$ cat config.mk
export PLATFORM = sky130hd
export DESIGN_NAME = cartridge_bank_mapper_with_irq_flat
export DESIGN_NICKNAME = d
export VERILOG_FILES = /design/src/rtl/core/cbm_pkg.sv /design/src/rtl/core/cbm_if.sv /design/src/rtl/core/cbm_bank_regs.sv /design/src/rtl/core/cbm_irq.sv /design/src/rtl/core/cartridge_bank_mapper_with_irq.sv /design/src/flat_wrapper.sv
export SDC_FILE = /design/constraint.sdc
export NUM_CORES = 1
export LEC_CHECK = 0
export BUFFER_PORTS_ARGS = -buffer_cell sky130_fd_sc_hd__buf_4
export CAP_MARGIN = 20
export CORE_MARGIN = 2
export CORE_UTILIZATION = 25
export CTS_CLUSTER_DIAMETER = 30
export DETAILED_ROUTE_END_ITERATION = 8
export PLACE_DENSITY_LB_ADDON = 0.08
export SKIP_CTS_REPAIR_TIMING = 1
export SYNTH_ARGS = -nofsm -noshare
export SYNTH_HDL_FRONTEND = slang
export SYNTH_HIERARCHICAL = 1
export SYNTH_SLANG_ARGS = --single-unit
$ cat constraint.sdc
create_clock -name clk -period 10.7 [get_ports clk]
set_clock_uncertainty 0.2 [all_clocks]
set_input_delay 1.605 -clock clk [delete_from_list [all_inputs] [get_ports clk]]
set_output_delay 1.605 -clock clk [all_outputs]
set_load 0.01 [all_outputs]
$ cat src/rtl/core/cbm_pkg.sv
// shared types, codes and constants for the cartridge bank mapper
package cbm_pkg;

    localparam int PATTERN_SLOTS           = 8;
    localparam int SLOT_BITS               = $clog2(PATTERN_SLOTS);
    localparam int PRESCALE_PERIOD_DEFAULT = 114;

    localparam int ADDR_W   = 16;
    localparam int DATA_W   = 8;
    localparam int CYCLES_W = 10;
    localparam int PROG_W   = 8;
    localparam int PAT_W    = 12;
    localparam int MIRROR_W = 2;
    localparam int COUNT_W  = 9;
    localparam int ACC_W    = 9;
    localparam int IRQ_W    = 8;

    typedef enum logic [1:0] {
        CMD_WRITE   = 2'd0,
        CMD_TICK    = 2'd1,
        CMD_PATTERN = 2'd2,
        CMD_PROGRAM = 2'd3
    } cmd_t;

    localparam logic [15:0] ADDR_PROG0    = 16'h8010;
    localparam logic [15:0] ADDR_PROG1    = 16'hA010;
    localparam logic [15:0] ADDR_MIRROR   = 16'h9400;
    localparam logic [15:0] DEC_MASK      = 16'hF00C;
    localparam logic [15:0] DEC_RELOAD_LO = 16'hF000;
    localparam logic [15:0] DEC_RELOAD_HI = 16'hF004;
    localparam logic [15:0] DEC_IRQ_MODE  = 16'hF008;
    localparam logic [3:0]  PAT_HI_FIRST  = 4'hB;
    localparam logic [3:0]  PAT_HI_LAST   = 4'hE;

    localparam logic [PAT_W-1:0] PAT_KEEP_A = 12'h088;
    localparam logic [PAT_W-1:0] PAT_KEEP_B = 12'h0C8;
    localparam logic [PAT_W-1:0] PAT_VRAM_A = 12'h004;
    localparam logic [PAT_W-1:0] PAT_VRAM_B = 12'h005;

    localparam logic [IRQ_W-1:0]   COUNT_TOP = 8'hFF;
    localparam logic [ACC_W:0]     ACC_SAT   = 10'd511;
    localparam logic [COUNT_W-1:0] BANKS_MIN = 9'd2;
    localparam logic [COUNT_W-1:0] BANKS_MAX = 9'd256;
    localparam logic [COUNT_W-1:0] BANKS_RESET = 9'd32;

    // cycles / 3 as (cycles * 683) >> 11, exact below 1024
    localparam logic [19:0] DIV3_MUL   = 20'd683;
    localparam int          DIV3_SHIFT = 11;

    typedef struct packed {
        cmd_t                command;
        logic [ADDR_W-1:0]   address;
        logic [DATA_W-1:0]   write_data;
        logic [CYCLES_W-1:0] tick_cycles;
    } item_t;

    typedef struct packed {
        logic [PROG_W-1:0]   program_bank;
        logic [PAT_W-1:0]    pattern_bank;
        logic                pattern_from_vram;
        logic [MIRROR_W-1:0] mirroring;
    } lookup_t;

    typedef struct packed {
        logic                irq_fire;
        logic [PROG_W-1:0]   program_bank;
        logic [PAT_W-1:0]    pattern_bank;
        logic                pattern_from_vram;
        logic [MIRROR_W-1:0] mirroring;
    } result_t;

endpackage

$ cat src/rtl/core/cbm_if.sv
// valid/ready channel interfaces for items, results and configuration
interface cbm_in_if;
    logic                          valid;
    logic                          ready;
    logic [1:0]                    command;
    logic [cbm_pkg::ADDR_W-1:0]    address;
    logic [cbm_pkg::DATA_W-1:0]    write_data;
    logic [cbm_pkg::CYCLES_W-1:0]  tick_cycles;

    modport source (output valid, command, address, write_data, tick_cycles, input ready);
    modport sink (input valid, command, address, write_data, tick_cycles, output ready);
endinterface

interface cbm_out_if;
    logic                          valid;
    logic                          ready;
    logic                          irq_fire;
    logic [cbm_pkg::PROG_W-1:0]    program_bank;
    logic [cbm_pkg::PAT_W-1:0]     pattern_bank;
    logic                          pattern_from_vram;
    logic [cbm_pkg::MIRROR_W-1:0]  mirroring;

    modport source (output valid, irq_fire, program_bank, pattern_bank, pattern_from_vram,
                    mirroring, input ready);
    modport sink (input valid, irq_fire, program_bank, pattern_bank, pattern_from_vram,
                  mirroring, output ready);
endinterface

interface cbm_cfg_if;
    logic                          valid;
    logic                          ready;
    logic [cbm_pkg::COUNT_W-1:0]   program_bank_count;

    modport source (output valid, program_bank_count, input ready);
    modport sink (input valid, program_bank_count, output ready);
endinterface

$ cat src/rtl/core/cbm_bank_regs.sv
// program, mirroring and pattern bank registers with lookup logic
module cbm_bank_regs (
    input  logic                          clk,
    input  logic                          rst_n,
    input  logic                          step,
    input  cbm_pkg::item_t                item,
    input  logic                          cfg_we,
    input  logic [cbm_pkg::COUNT_W-1:0]   cfg_data,
    output cbm_pkg::lookup_t              lookup
);
    import cbm_pkg::*;

    logic [COUNT_W-1:0]  bank_count_reg;
    logic [PROG_W-1:0]   prog0_reg;
    logic [PROG_W-1:0]   prog1_reg;
    logic [MIRROR_W-1:0] mirror_reg;
    logic [MIRROR_W-1:0] mirror_next;

    logic [PAT_W-1:0] pat_reg  [PATTERN_SLOTS];
    logic [PAT_W-1:0] map_reg  [PATTERN_SLOTS];
    logic             vram_reg [PATTERN_SLOTS];

    logic              wr;
    logic [ADDR_W-1:0] dec;
    logic [3:0]        dec_hi;
    logic [3:0]        wsub;
    logic [SLOT_BITS-1:0] wslot;
    logic              pat_hit;

    logic [SLOT_BITS-1:0] rslot;
    logic [COUNT_W-1:0]   n_clamp;
    logic [COUNT_W-1:0]   n_minus2;
    logic [COUNT_W-1:0]   n_minus1;
    logic [PROG_W-1:0]    prog_sel;

    assign wr      = step && (item.command == CMD_WRITE) && item.address[15];
    assign dec     = item.address & DEC_MASK;
    assign dec_hi  = dec[15:12];
    assign wsub    = dec_hi - PAT_HI_FIRST;
    assign wslot   = {wsub[1:0], item.address[3]};
    assign pat_hit = wr && (dec_hi >= PAT_HI_FIRST) && (dec_hi <= PAT_HI_LAST);

    always_comb
    begin
        mirror_next = mirror_reg;
        if (wr && (item.address == ADDR_MIRROR))
        begin
            mirror_next = item.write_data[MIRROR_W-1:0];
        end
    end

    always_ff @(posedge clk or negedge rst_n)
    begin
        if (!rst_n)
        begin
            bank_count_reg <= BANKS_RESET;
            prog0_reg      <= '0;
            prog1_reg      <= '0;
            mirror_reg     <= '0;
        end
        else
        begin
            if (cfg_we)
            begin
                bank_count_reg <= cfg_data;
            end
            if (wr && (item.address == ADDR_PROG0))
            begin
                prog0_reg <= item.write_data;
            end
            if (wr && (item.address == ADDR_PROG1))
            begin
                prog1_reg <= item.write_data;
            end
            mirror_reg <= mirror_next;
        end
    end

    for (genvar s = 0; s < PATTERN_SLOTS; s++)
    begin : g_slot
        logic [PAT_W-1:0] pat_next;
        logic             hit;

        assign hit = pat_hit && (wslot == SLOT_BITS'(s));

        always_comb
        begin
            if (item.address[2])
            begin
                pat_next = {item.write_data, pat_reg[s][3:0]};
            end
            else
            begin
                pat_next = {pat_reg[s][PAT_W-1:4], item.write_data[3:0]};
            end
        end

        always_ff @(posedge clk or negedge rst_n)
        begin
            if (!rst_n)
            begin
                pat_reg[s]  <= PAT_W'(s);
                map_reg[s]  <= PAT_W'(s);
                vram_reg[s] <= (PAT_W'(s) == PAT_VRAM_A) || (PAT_W'(s) == PAT_VRAM_B);
            end
            else if (hit)
            begin
                pat_reg[s] <= pat_next;
                // two special values leave the slot's mapping alone
                if ((pat_next != PAT_KEEP_A) && (pat_next != PAT_KEEP_B))
                begin
                    map_reg[s]  <= pat_next;
                    vram_reg[s] <= (pat_next == PAT_VRAM_A) || (pat_next == PAT_VRAM_B);
                end
            end
        end
    end

    assign rslot = item.address[10 +: SLOT_BITS];

    always_comb
    begin
        n_clamp = bank_count_reg;
        if (bank_count_reg < BANKS_MIN)
        begin
            n_clamp = BANKS_MIN;
        end
        else if (bank_count_reg > BANKS_MAX)
        begin
            n_clamp = BANKS_MAX;
        end
    end

    assign n_minus2 = n_clamp - COUNT_W'(2);
    assign n_minus1 = n_clamp - COUNT_W'(1);

    always_comb
    begin
        case (item.address[14:13])
            2'd0:    prog_sel = prog0_reg;
            2'd1:    prog_sel = prog1_reg;
            2'd2:    prog_sel = n_minus2[PROG_W-1:0];
            default: prog_sel = n_minus1[PROG_W-1:0];
        endcase
    end

    always_comb
    begin
        lookup.program_bank      = '0;
        lookup.pattern_bank      = '0;
        lookup.pattern_from_vram = 1'b0;
        lookup.mirroring         = mirror_next;
        case (item.command)
            CMD_PATTERN:
            begin
                lookup.pattern_bank      = map_reg[rslot];
                lookup.pattern_from_vram = vram_reg[rslot];
            end
            CMD_PROGRAM:
            begin
                lookup.program_bank = prog_sel;
            end
            default:
            begin
                lookup.program_bank = '0;
            end
        endcase
    end

endmodule

$ cat src/rtl/core/cbm_irq.sv
// scanline irq: reload latch, mode, prescaler and 8-bit counter
module cbm_irq #(
    parameter int PRESCALE_PERIOD = cbm_pkg::PRESCALE_PERIOD_DEFAULT
) (
    input  logic           clk,
    input  logic           rst_n,
    input  logic           step,
    input  cbm_pkg::item_t item,
    output logic           fire
);
    import cbm_pkg::*;

    localparam logic [ACC_W-1:0] PERIOD = ACC_W'(PRESCALE_PERIOD);

    logic [IRQ_W-1:0] reload_reg;
    logic [IRQ_W-1:0] reload_next;
    logic [1:0]       mode_reg;
    logic [1:0]       mode_next;
    logic [IRQ_W-1:0] count_reg;
    logic [IRQ_W-1:0] count_next;
    logic [ACC_W-1:0] acc_reg;
    logic [ACC_W-1:0] acc_next;

    logic              wr;
    logic [ADDR_W-1:0] dec;
    logic [19:0]       prod;
    logic [ACC_W-1:0]  steps;
    logic [ACC_W:0]    sum;
    logic [ACC_W-1:0]  sat;

    assign wr    = step && (item.command == CMD_WRITE) && item.address[15];
    assign dec   = item.address & DEC_MASK;
    assign prod  = {10'd0, item.tick_cycles} * DIV3_MUL;
    assign steps = prod[DIV3_SHIFT +: ACC_W];
    assign sum   = {1'b0, acc_reg} + {1'b0, steps};
    assign sat   = (sum > ACC_SAT) ? ACC_SAT[ACC_W-1:0] : sum[ACC_W-1:0];

    always_comb
    begin
        reload_next = reload_reg;
        mode_next   = mode_reg;
        count_next  = count_reg;
        acc_next    = acc_reg;
        fire        = 1'b0;
        if (wr && (dec == DEC_RELOAD_LO))
        begin
            reload_next = {reload_reg[7:4], item.write_data[3:0]};
        end
        else if (wr && (dec == DEC_RELOAD_HI))
        begin
            reload_next = {item.write_data[3:0], reload_reg[3:0]};
        end
        else if (wr && (dec == DEC_IRQ_MODE))
        begin
            mode_next = item.write_data[1:0];
            if (item.write_data[1])
            begin
                count_next = reload_reg;
                acc_next   = '0;
            end
        end
        else if (step && (item.command == CMD_TICK) && mode_reg[1])
        begin
            if (sat >= PERIOD)
            begin
                acc_next = sat - PERIOD;
                if (count_reg == COUNT_TOP)
                begin
                    count_next = reload_reg;
                    mode_next  = mode_reg[0] ? 2'b11 : 2'b00;
                    fire       = 1'b1;
                end
                else
                begin
                    count_next = count_reg + IRQ_W'(1);
                end
            end
            else
            begin
                acc_next = sat;
            end
        end
    end

    always_ff @(posedge clk or negedge rst_n)
    begin
        if (!rst_n)
        begin
            reload_reg <= '0;
            mode_reg   <= '0;
            count_reg  <= '0;
            acc_reg    <= '0;
        end
        else
        begin
            reload_reg <= reload_next;
            mode_reg   <= mode_next;
            count_reg  <= count_next;
            acc_reg    <= acc_next;
        end
    end

    a_fire_needs_enabled_tick: assert property (@(posedge clk) disable iff (!rst_n)
        fire |-> (step && (item.command == CMD_TICK) && mode_reg[1]))
        else $error("irq fired outside an enabled tick");

    a_fire_reloads: assert property (@(posedge clk) disable iff (!rst_n)
        fire |=> (count_reg == $past(reload_reg)) && (mode_reg[1] == $past(mode_reg[0])))
        else $error("irq fire did not reload counter and mode");

    a_lookup_keeps_irq: assert property (@(posedge clk) disable iff (!rst_n)
        (!step || (item.command == CMD_PATTERN) || (item.command == CMD_PROGRAM))
        |=> $stable(count_reg) && $stable(mode_reg) && $stable(acc_reg))
        else $error("irq state changed without a write or tick");

endmodule

$ cat src/rtl/core/cartridge_bank_mapper_with_irq.sv
// top level of the cartridge bank mapper with scanline irq
//
// channel  dir  handshake      word
// item     in   valid/ready    command, address, write_data, tick_cycles
// result   out  valid/ready    irq_fire, program_bank, pattern_bank, pattern_from_vram, mirroring
// cfg      in   valid/ready    program_bank_count (ready always high)
//
// one word per cycle sustained while results are taken; a word waits in the input register
// and its result is registered when the word advances out of it
// state is updated in the cycle the word moves into the result register
// all mapper and irq state and the valid flags take their reset values at once; no clearing pass
// a held result stalls the input register, which still takes one more word
module cartridge_bank_mapper_with_irq #(
    parameter int PRESCALE_PERIOD = cbm_pkg::PRESCALE_PERIOD_DEFAULT
) (
    input  logic      clk,
    input  logic      rst_n,
    cbm_in_if.sink    item,
    cbm_out_if.source result,
    cbm_cfg_if.sink   cfg
);
    import cbm_pkg::*;

    item_t   item_reg;
    logic    item_valid_reg;
    result_t res_reg;
    result_t res_next;
    logic    res_valid_reg;
    logic    advance;
    logic    accept;
    logic    fire;
    lookup_t lookup;

    assign advance    = item_valid_reg && (!res_valid_reg || result.ready);
    assign item.ready = !item_valid_reg || advance;
    assign accept     = item.valid && item.ready;
    assign cfg.ready  = 1'b1;

    always_ff @(posedge clk or negedge rst_n)
    begin
        if (!rst_n)
        begin
            item_valid_reg <= 1'b0;
            res_valid_reg  <= 1'b0;
        end
        else
        begin
            if (accept)
            begin
                item_valid_reg <= 1'b1;
            end
            else if (advance)
            begin
                item_valid_reg <= 1'b0;
            end
            if (advance)
            begin
                res_valid_reg <= 1'b1;
            end
            else if (result.ready)
            begin
                res_valid_reg <= 1'b0;
            end
        end
    end

    always_ff @(posedge clk)
    begin
        if (accept)
        begin
            item_reg.command     <= cmd_t'(item.command);
            item_reg.address     <= item.address;
            item_reg.write_data  <= item.write_data;
            item_reg.tick_cycles <= item.tick_cycles;
        end
        if (advance)
        begin
            res_reg <= res_next;
        end
    end

    cbm_bank_regs u_bank_regs (
        .clk      (clk),
        .rst_n    (rst_n),
        .step     (advance),
        .item     (item_reg),
        .cfg_we   (cfg.valid),
        .cfg_data (cfg.program_bank_count),
        .lookup   (lookup)
    );

    cbm_irq #(
        .PRESCALE_PERIOD (PRESCALE_PERIOD)
    ) u_irq (
        .clk   (clk),
        .rst_n (rst_n),
        .step  (advance),
        .item  (item_reg),
        .fire  (fire)
    );

    always_comb
    begin
        res_next.irq_fire          = fire;
        res_next.program_bank      = lookup.program_bank;
        res_next.pattern_bank      = lookup.pattern_bank;
        res_next.pattern_from_vram = lookup.pattern_from_vram;
        res_next.mirroring         = lookup.mirroring;
    end

    assign result.valid             = res_valid_reg;
    assign result.irq_fire          = res_reg.irq_fire;
    assign result.program_bank      = res_reg.program_bank;
    assign result.pattern_bank      = res_reg.pattern_bank;
    assign result.pattern_from_vram = res_reg.pattern_from_vram;
    assign result.mirroring         = res_reg.mirroring;

endmodule

$ cat src/flat_wrapper.sv
// flat-port wrapper written by rule: the top's interface ports become plain ports
module cartridge_bank_mapper_with_irq_flat import cbm_pkg::*;
#(
    parameter int PRESCALE_PERIOD = cbm_pkg::PRESCALE_PERIOD_DEFAULT
)
  (clk, rst_n, item_valid, item_command, item_address, item_write_data, item_tick_cycles, item_ready, result_valid, result_irq_fire, result_program_bank, result_pattern_bank, result_pattern_from_vram, result_mirroring, result_ready, cfg_valid, cfg_program_bank_count, cfg_ready);
  cbm_in_if item_i ();
  cbm_out_if result_i ();
  cbm_cfg_if cfg_i ();
  input  logic clk;
  input  logic rst_n;
  input wire logic [$bits(item_i.valid)-1:0] item_valid;
  input wire logic [$bits(item_i.command)-1:0] item_command;
  input wire logic [$bits(item_i.address)-1:0] item_address;
  input wire logic [$bits(item_i.write_data)-1:0] item_write_data;
  input wire logic [$bits(item_i.tick_cycles)-1:0] item_tick_cycles;
  output wire logic [$bits(item_i.ready)-1:0] item_ready;
  output wire logic [$bits(result_i.valid)-1:0] result_valid;
  output wire logic [$bits(result_i.irq_fire)-1:0] result_irq_fire;
  output wire logic [$bits(result_i.program_bank)-1:0] result_program_bank;
  output wire logic [$bits(result_i.pattern_bank)-1:0] result_pattern_bank;
  output wire logic [$bits(result_i.pattern_from_vram)-1:0] result_pattern_from_vram;
  output wire logic [$bits(result_i.mirroring)-1:0] result_mirroring;
  input wire logic [$bits(result_i.ready)-1:0] result_ready;
  input wire logic [$bits(cfg_i.valid)-1:0] cfg_valid;
  input wire logic [$bits(cfg_i.program_bank_count)-1:0] cfg_program_bank_count;
  output wire logic [$bits(cfg_i.ready)-1:0] cfg_ready;
  assign item_i.valid = item_valid;
  assign item_i.command = item_command;
  assign item_i.address = item_address;
  assign item_i.write_data = item_write_data;
  assign item_i.tick_cycles = item_tick_cycles;
  assign item_ready = item_i.ready;
  assign result_valid = result_i.valid;
  assign result_irq_fire = result_i.irq_fire;
  assign result_program_bank = result_i.program_bank;
  assign result_pattern_bank = result_i.pattern_bank;
  assign result_pattern_from_vram = result_i.pattern_from_vram;
  assign result_mirroring = result_i.mirroring;
  assign result_i.ready = result_ready;
  assign cfg_i.valid = cfg_valid;
  assign cfg_i.program_bank_count = cfg_program_bank_count;
  assign cfg_ready = cfg_i.ready;
  cartridge_bank_mapper_with_irq #(.PRESCALE_PERIOD(PRESCALE_PERIOD)) u_core (.clk(clk), .rst_n(rst_n), .item(item_i), .result(result_i), .cfg(cfg_i));
endmodule
Yosys cells after proc, flatten, opt, wreduce, memory -nomap -nowiden
Index checks and enable logic that the tools add are counted.
Widths: inputs -> output; s select.

word-level totals
  input port bits = 50
  flip-flop bits (word level) = 316

operators by class
  equality and inequality tests = 52
  $mul = 1
  bitwise gates (word level) = 5
  reductions and logical operators = 63
  add/subtract/negate cells = 6
  order comparisons = 7
  mux-type cells = 39

operators with widths
  cell                    count
  $eq 12x3->1 const B     16
  $ne 12x8->1 const B     16
  $mux 12                 10
  $mux 8                  7
  $eq 16x16->1 const B    3
  $mux 9                  5
  $bmux 12 s3             1
  $logic_and 1x1->1       30
  $pmux 8 s3              1
  $mul 10x10->20 const B  1
  $eq 6x6->1 const B      3
  $reduce_and 2->1        9
  $eq 3x3->1 const B      4
  $mux 2                  6
  $add 9x9->10            1
  $gt 10x9->1 const B     1
  $logic_or 1x1->1        10
  $reduce_and 5->1        2
  $reduce_bool 2->1       5
  $ge 9x7->1 const B      1
  $gt 9x9->1 const B      1
  $lt 9x2->1 const B      1
  $sub 9x7->9 const B     1
  $add 8x1->8 const B     1
  other kinds (21)        37

Longest topological paths before layout
  word-level depth = 9
  gate-level depth with buffers = 29
  mapped depth without buffers = 28

By module
The synthesis kept the hierarchy.

by module, submodules not included
  module                          instances  cells each  area each (sq um)  sequential area each (sq um)
  cbm_bank_regs                   1          1062        11818.8            5714.2
  cbm_irq                         1          381         3657.3             675.6
  cartridge_bank_mapper_with_irq  1          70          1916.8             1851.8

Least setup slack after synthesis
OpenSTA, ideal clock, no wires.

  path type = register to register
  from = reg u_core/item_reg[7] (netlist name)
  to = reg u_core.u_irq.count_reg[0]
  setup time = 0.126 ns
  arrival = 6.398 ns
  required time = 10.374 ns
  slack = 3.976 ns
  clock period less this slack = 6.724 ns
  buffers on the path = 0
  cell stages (with the launch flop) = 29
  path through = edfxtp_1 > ha_1 > ha_1 > inv_1 > fa_1 > inv_1 > fa_1 > inv_1 > fa_1 > inv_1 > ha_1 > and4_1 > o2111ai_1 > a41oi_1 > o21ai_1 > nand2b_1 > xor2_1 > ha_1 > and2_4 > a221o_1 > o211ai_2 > a31oi_1 > nor2_1 > ha_1 > nand2_1 > o2111a_4 > o21ai_4 > a21oi_1 > o32a_1

on the way
  longest elaborated chain between the ends = 7

ends and longest elaborated chain
  item                           RTL line                              source
  start: declaration             cartridge_bank_mapper_with_irq.sv:24  item_t item_reg;
  $mul 10x10->20 *               cbm_irq.sv:33                         assign prod = {10'd0, item.tick_cycles} * DIV3_MUL;
  $add 9x9->10 *                 cbm_irq.sv:35                         assign sum = {1'b0, acc_reg} + {1'b0, steps};
  $gt 10x9->1                    cbm_irq.sv:36                         assign sat = (sum > ACC_SAT) ? ACC_SAT[ACC_W-1:0] : sum[ACC_W-1:0];
  $mux 9 *                       cbm_irq.sv:36
  $ge 9x7->1 *                   cbm_irq.sv:64                         if (sat >= PERIOD)
  $reduce_bool 2->1 (no line) *  -
  $reduce_and 5->1 (no line) *   -
  end signal: assignment         cbm_irq.sv:98                         count_reg <= count_next;
  end: declaration               cbm_irq.sv:19                         logic [IRQ_W-1:0] count_reg;

Mark *: on every way between the ends. The rest lies on a longest branch, timed or not.
A chain may end at the register's enable or synchronous reset.

Final worst setup path
Same ends and word-level chain as after synthesis.

==> impl_results.html <==
<table>
<tr><th>Metric</th><th>Value</th></tr>
<tr><th colspan="2">Run status</th></tr>
<tr><td>Status</td><td>finished clean</td></tr>
<tr><th colspan="2">Placement</th></tr>
<tr><td>IO Port Bufs</td><td>75</td></tr>
<tr><td>Last weighted congestion value of the routability-driven placer</td><td>0.776</td></tr>
<tr><td>HPWL after detailed placement</td><td>38500 microns</td></tr>
<tr><td>Placed instance area</td><td>18900 sq um</td></tr>
<tr><td>Setup slack after placement</td><td>3.06 ns</td></tr>
<tr><td>Placed Cells incl. Taps</td><td>2464</td></tr>
<tr><th colspan="2">Floorplan</th></tr>
<tr><td>Num rows</td><td>96</td></tr>
<tr><td>Horizontal die dimension</td><td>268 microns</td></tr>
<tr><td>Overall die height</td><td>268 microns</td></tr>
<tr><td>Die area</td><td>71700 sq um</td></tr>
<tr><td>CORE AREA</td><td>68700 sq um</td></tr>
<tr><td>Initial standard-cell utilization of the core</td><td>0.253</td></tr>
<tr><td>I/O pin count</td><td>77</td></tr>
<tr><th colspan="2">Setup path</th></tr>
<tr><td>Timing startpoint of the critical path</td><td>u_core/item_reg[7]</td></tr>
<tr><td>Delay of the slowest cell on the worst path</td><td>0.49 ns</td></tr>
<tr><td>CP endpoint</td><td>u_core/u_irq/count_reg[0]</td></tr>
<tr><td>Length in cells of the worst reg-to-reg path</td><td>28</td></tr>
<tr><td>Endpoint of the lowest-slack register-to-register path</td><td>u_core/u_irq/count_reg[0]</td></tr>
<tr><td>Data required time of the critical path</td><td>11.00 ns</td></tr>
<tr><td>Crit path kind</td><td>reg -&gt; reg</td></tr>
<tr><td>Max FO, Critical Path</td><td>16</td></tr>
<tr><td>Launch instance of the worst register-to-register path</td><td>u_core/item_reg[7]</td></tr>
<tr><td>Most used cell, CP</td><td>sky130_fd_sc_hd__ha_1</td></tr>
<tr><td>Worst endpoint data arrival time</td><td>7.96 ns</td></tr>
<tr><td>Element type at the critical path start</td><td>flip-flop</td></tr>
<tr><td>Register-to-Register Setup Slack</td><td>3.04 ns</td></tr>
<tr><td>Crit-path slowest cell</td><td>sky130_fd_sc_hd__fa_1</td></tr>
<tr><td>Endpoint type of the worst setup path</td><td>flip-flop</td></tr>
<tr><th colspan="2">Synthesis</th></tr>
<tr><td>Post-Synthesis Cells</td><td>1513</td></tr>
<tr><td>Dominant combinational cell family by area after synthesis</td><td>multiplexers</td></tr>
<tr><td>Post-synthesis mux area share</td><td>0.147</td></tr>
<tr><td>Xor/xnor share of the synthesized area</td><td>0.0101</td></tr>
<tr><td>Number of synthesized register bits</td><td>316</td></tr>
<tr><td>Distinct cells, synth</td><td>106</td></tr>
<tr><td>Cell area after technology mapping</td><td>17400 sq um</td></tr>
<tr><td>Adder-cell share of the synthesized area</td><td>0.0833</td></tr>
<tr><td>Number of synthesized flops with an enable pin</td><td>60</td></tr>
<tr><td>Syn_area_per_cell</td><td>11.5 sq um</td></tr>
<tr><td>Yosys warns</td><td>6</td></tr>
<tr><td>Area fraction in compound gates after synthesis</td><td>0.121</td></tr>
<tr><td>Simple-gate area share of the yosys netlist</td><td>0.125</td></tr>
<tr><td>Synth Net Count</td><td>1665</td></tr>
<tr><td>Share of synthesized registers carrying an async set or reset</td><td>0.810</td></tr>
<tr><td>Sequential area share after synthesis</td><td>0.474</td></tr>
<tr><td>Main synth FF type</td><td>sky130_fd_sc_hd__dfrtp_1</td></tr>
<tr><th colspan="2">Power</th></tr>
<tr><td>Post-route total power</td><td>5.59 mW</td></tr>
<tr><td>Leak Pwr</td><td>10.0 nW</td></tr>
<tr><td>Max IR drop VDD</td><td>0.128 mV</td></tr>
<tr><td>Power density over the cells</td><td>249 nW/um^2</td></tr>
<tr><th colspan="2">Global routing</th></tr>
<tr><td>Wire length of the first global-routing pass</td><td>87700 microns</td></tr>
<tr><td>Layer with the highest usage after global routing</td><td>met2</td></tr>
<tr><td>Largest net degree at the start of global routing</td><td>180</td></tr>
<tr><td>Number of global-route vias before repair</td><td>13600</td></tr>
<tr><td>Remaining global-route overflow</td><td>0</td></tr>
<tr><td>GR Util met1</td><td>0.226</td></tr>
<tr><td>Initial antenna violation count</td><td>1</td></tr>
<tr><td>Met2 track demand over resource</td><td>0.257</td></tr>
<tr><td>GRT Total Usage</td><td>0.163</td></tr>
<tr><td>Met3 global-route usage</td><td>0.0333</td></tr>
<tr><th colspan="2">Timing</th></tr>
<tr><td>TNS Setup</td><td>0 ns</td></tr>
<tr><td>Maximum frequency from static timing analysis</td><td>131 MHz</td></tr>
<tr><td>Final setup viols</td><td>0</td></tr>
<tr><td>Worst slew slack as a fraction of its limit</td><td>0.226</td></tr>
<tr><td>Setup repair after global routing missed its margin</td><td>false</td></tr>
<tr><td>Transition time of the tightest slew-check pin</td><td>1.16 ns</td></tr>
<tr><td>Time the final worst path needs with I/O delays and setup</td><td>7.66 ns</td></tr>
<tr><td>Final WS setup</td><td>3.04 ns</td></tr>
<tr><td>Share of the clock period used by the worst path after layout</td><td>0.716</td></tr>
<tr><td>Final-report hold violation count</td><td>0</td></tr>
<tr><td>Number of pins with negative max-slew slack in the final report</td><td>0</td></tr>
<tr><th colspan="2">Layout</th></tr>
<tr><td>Share of final-layout standard cells stronger than drive strength 1</td><td>0.295</td></tr>
<tr><td>Post-route cell area</td><td>22500 sq um</td></tr>
<tr><td>Final cell count without fillers</td><td>2657</td></tr>
<tr><td>Top library cells by usage in the layout, fill and taps aside</td><td>sky130_fd_sc_hd__dfrtp_1, sky130_fd_sc_hd__mux2_2, sky130_fd_sc_hd__nand2_1, sky130_fd_sc_hd__clkbuf_16, sky130_fd_sc_hd__buf_4</td></tr>
<tr><td>Most common cell after layout, fill and taps aside</td><td>sky130_fd_sc_hd__dfrtp_1</td></tr>
<tr><td>Layout area overhead</td><td>29.1%</td></tr>
<tr><td>Post-layout nets</td><td>1788</td></tr>
<tr><th colspan="2">Clocking</th></tr>
<tr><td>Count of H-tree levels built during CTS</td><td>3</td></tr>
<tr><td>TritonCTS clock tree</td><td>built</td></tr>
<tr><td>Root buffer selected by CTS</td><td>sky130_fd_sc_hd__clkbuf_16</td></tr>
<tr><td>Worst-Skew Late Latency</td><td>0.65 ns</td></tr>
<tr><td>Number of buffers on the longest clock path</td><td>3</td></tr>
<tr><td>TritonCTS sink count</td><td>316</td></tr>
<tr><td>Inserted Clock Buffers</td><td>101</td></tr>
<tr><td>Clock input transition at the sequential cells of the worst setup and hold paths</td><td>0.05 ns</td></tr>
<tr><th colspan="2">Job</th></tr>
<tr><td>Number of violations of the max-capacitance limit</td><td>0</td></tr>
<tr><th colspan="2">Detailed routing</th></tr>
<tr><td>Initial detailed-routing violation count</td><td>723</td></tr>
<tr><td>Total routed wirelength</td><td>57200 microns</td></tr>
<tr><td>Initial DRT Pass Iterations</td><td>5</td></tr>
<tr><td>Number of nets with antenna violations after detailed routing</td><td>0</td></tr>
<tr><td>Total number of vias</td><td>12700</td></tr>
<tr><td>Post-detailed-route via-to-cell ratio</td><td>4.77</td></tr>
<tr><td>Average detailed-routed wire length per instance</td><td>21.5 microns</td></tr>
<tr><td>DRC errors left</td><td>0</td></tr>
<tr><th colspan="2">Worst hold path</th></tr>
<tr><td>Worst min path class</td><td>reg -&gt; reg</td></tr>
</table>
-- final cells by class --
type	count	area (sq um)
Antenna cell	1	2.50
Clock buffer	146	2950
Fill cell	7055	46200
Inverter	80	300
Sequential cell	316	8240
Clock inverter	46	561
Multi-Input combinational cell	1040	8480
Tap cell	931	1160
Timing Repair Buffer	97	761
-- logic make-up (layout without fill, tap and decap cells) --
| group | Yosys count | count (layout) |
|---|---|---|
| AO/OA/AOI/OAI | 318 | 318 |
| XOR/XNOR | 20 | 20 |
| flip-flops | 316 | 316 |
| buffers and inverters | 157 | 369 |
| other | 1 | 2 |
| multiplexers | 204 | 204 |
| AND/OR/NAND/NOR | 395 | 395 |
| adder cells (fa/ha/maj) | 102 | 102 |
-- report_power, final --
group / internal (mW) / switching [mW]
registers: 1.33 / 0.0688
clock network: 2.09 / 0.887
logic: 0.515 / 0.701
-- synthesized netlist by cell type (9+ instances only) --
| library cell | count | area share |
|---|---|---|
| sky130_fd_sc_hd__a21o_1 | 24 | 0.010 |
| sky130_fd_sc_hd__mux4_2 | 27 | 0.035 |
| sky130_fd_sc_hd__nor4_1 | 9 | 0.0032 |
| sky130_fd_sc_hd__mux2_2 | 131 | 0.085 |
| sky130_fd_sc_hd__o22ai_1 | 14 | 0.0050 |
| sky130_fd_sc_hd__nor2b_1 | 13 | 0.0047 |
| sky130_fd_sc_hd__nand2b_1 | 33 | 0.012 |
| sky130_fd_sc_hd__nor3_1 | 28 | 0.0081 |
| sky130_fd_sc_hd__fa_1 | 23 | 0.026 |
| sky130_fd_sc_hd__o2bb2ai_1 | 21 | 0.011 |
| sky130_fd_sc_hd__xnor2_1 | 13 | 0.0065 |
| sky130_fd_sc_hd__edfxtp_1 | 60 | 0.10 |
| sky130_fd_sc_hd__buf_4 | 9 | 0.0039 |
| sky130_fd_sc_hd__a21oi_1 | 84 | 0.024 |
| sky130_fd_sc_hd__clkbuf_1 | 32 | 0.0069 |
| sky130_fd_sc_hd__buf_2 | 26 | 0.0075 |
| sky130_fd_sc_hd__nand3_1 | 27 | 0.0078 |
| sky130_fd_sc_hd__nand2_1 | 126 | 0.027 |
| sky130_fd_sc_hd__inv_1 | 80 | 0.017 |
| sky130_fd_sc_hd__nor2_1 | 54 | 0.012 |
| sky130_fd_sc_hd__dfrtp_1 | 229 | 0.33 |
| sky130_fd_sc_hd__ha_1 | 79 | 0.057 |
| sky130_fd_sc_hd__dfstp_2 | 27 | 0.041 |
| sky130_fd_sc_hd__a31oi_1 | 18 | 0.0065 |
| sky130_fd_sc_hd__mux2i_1 | 38 | 0.022 |
| sky130_fd_sc_hd__o21ai_0 | 77 | 0.022 |
| sky130_fd_sc_hd__or4_1 | 10 | 0.0043 |
-- critical path, delay by kind of cell (launching register included) --
family	cells	cell delay, ns
and+or+nand+nor	5	0.85
DFF	1	0.46
xor gates and xnor gates	1	0.25
buffers and inverters	4	0.18
AOI/OAI and AO/OA	10	2.73
adders and majority gates	8	2.85
-- worst min-delay path by stage --
stage / from / to / cells past startpoint / slack [ns]
after floorplan: u_core/u_irq/mode_reg[0] / u_core/u_irq/mode_reg[0] / 2 / 0.24
after global placement: u_core/u_bank_regs/map_reg[20] / u_core/u_bank_regs/map_reg[20] / 1 / 0.25
after detailed placement: u_core/u_bank_regs/map_reg[44] / u_core/u_bank_regs/map_reg[44] / 1 / 0.26
after CTS: u_core/u_bank_regs/map_reg[20] / u_core/u_bank_regs/map_reg[20] / 1 / 0.27
after global routing: u_core/u_bank_regs/map_reg[20] / u_core/u_bank_regs/map_reg[20] / 1 / 0.28
final: u_core/u_bank_regs/map_reg[20] / u_core/u_bank_regs/map_reg[20] / 1 / 0.27
-- metal layers --
metal  part of all wire  routed length, microns
met1               0.48                   27200
met2               0.46                   26500
met3              0.042                    2420
met4              0.019                    1090
met5                  0                       0
-- stage by stage --
| stage | hold slack [ns] | utilization |
|---|---|---|
| global placement | 0.255 | 0.276 |
| floorplan | 0.240 | - |
| CTS | 0.272 | 0.327 |
| finish | 0.269 | 0.327 |
| global route | 0.281 | 0.327 |
| detailed placement | 0.261 | 0.276 |
Power figures use the tool's default switching activity.
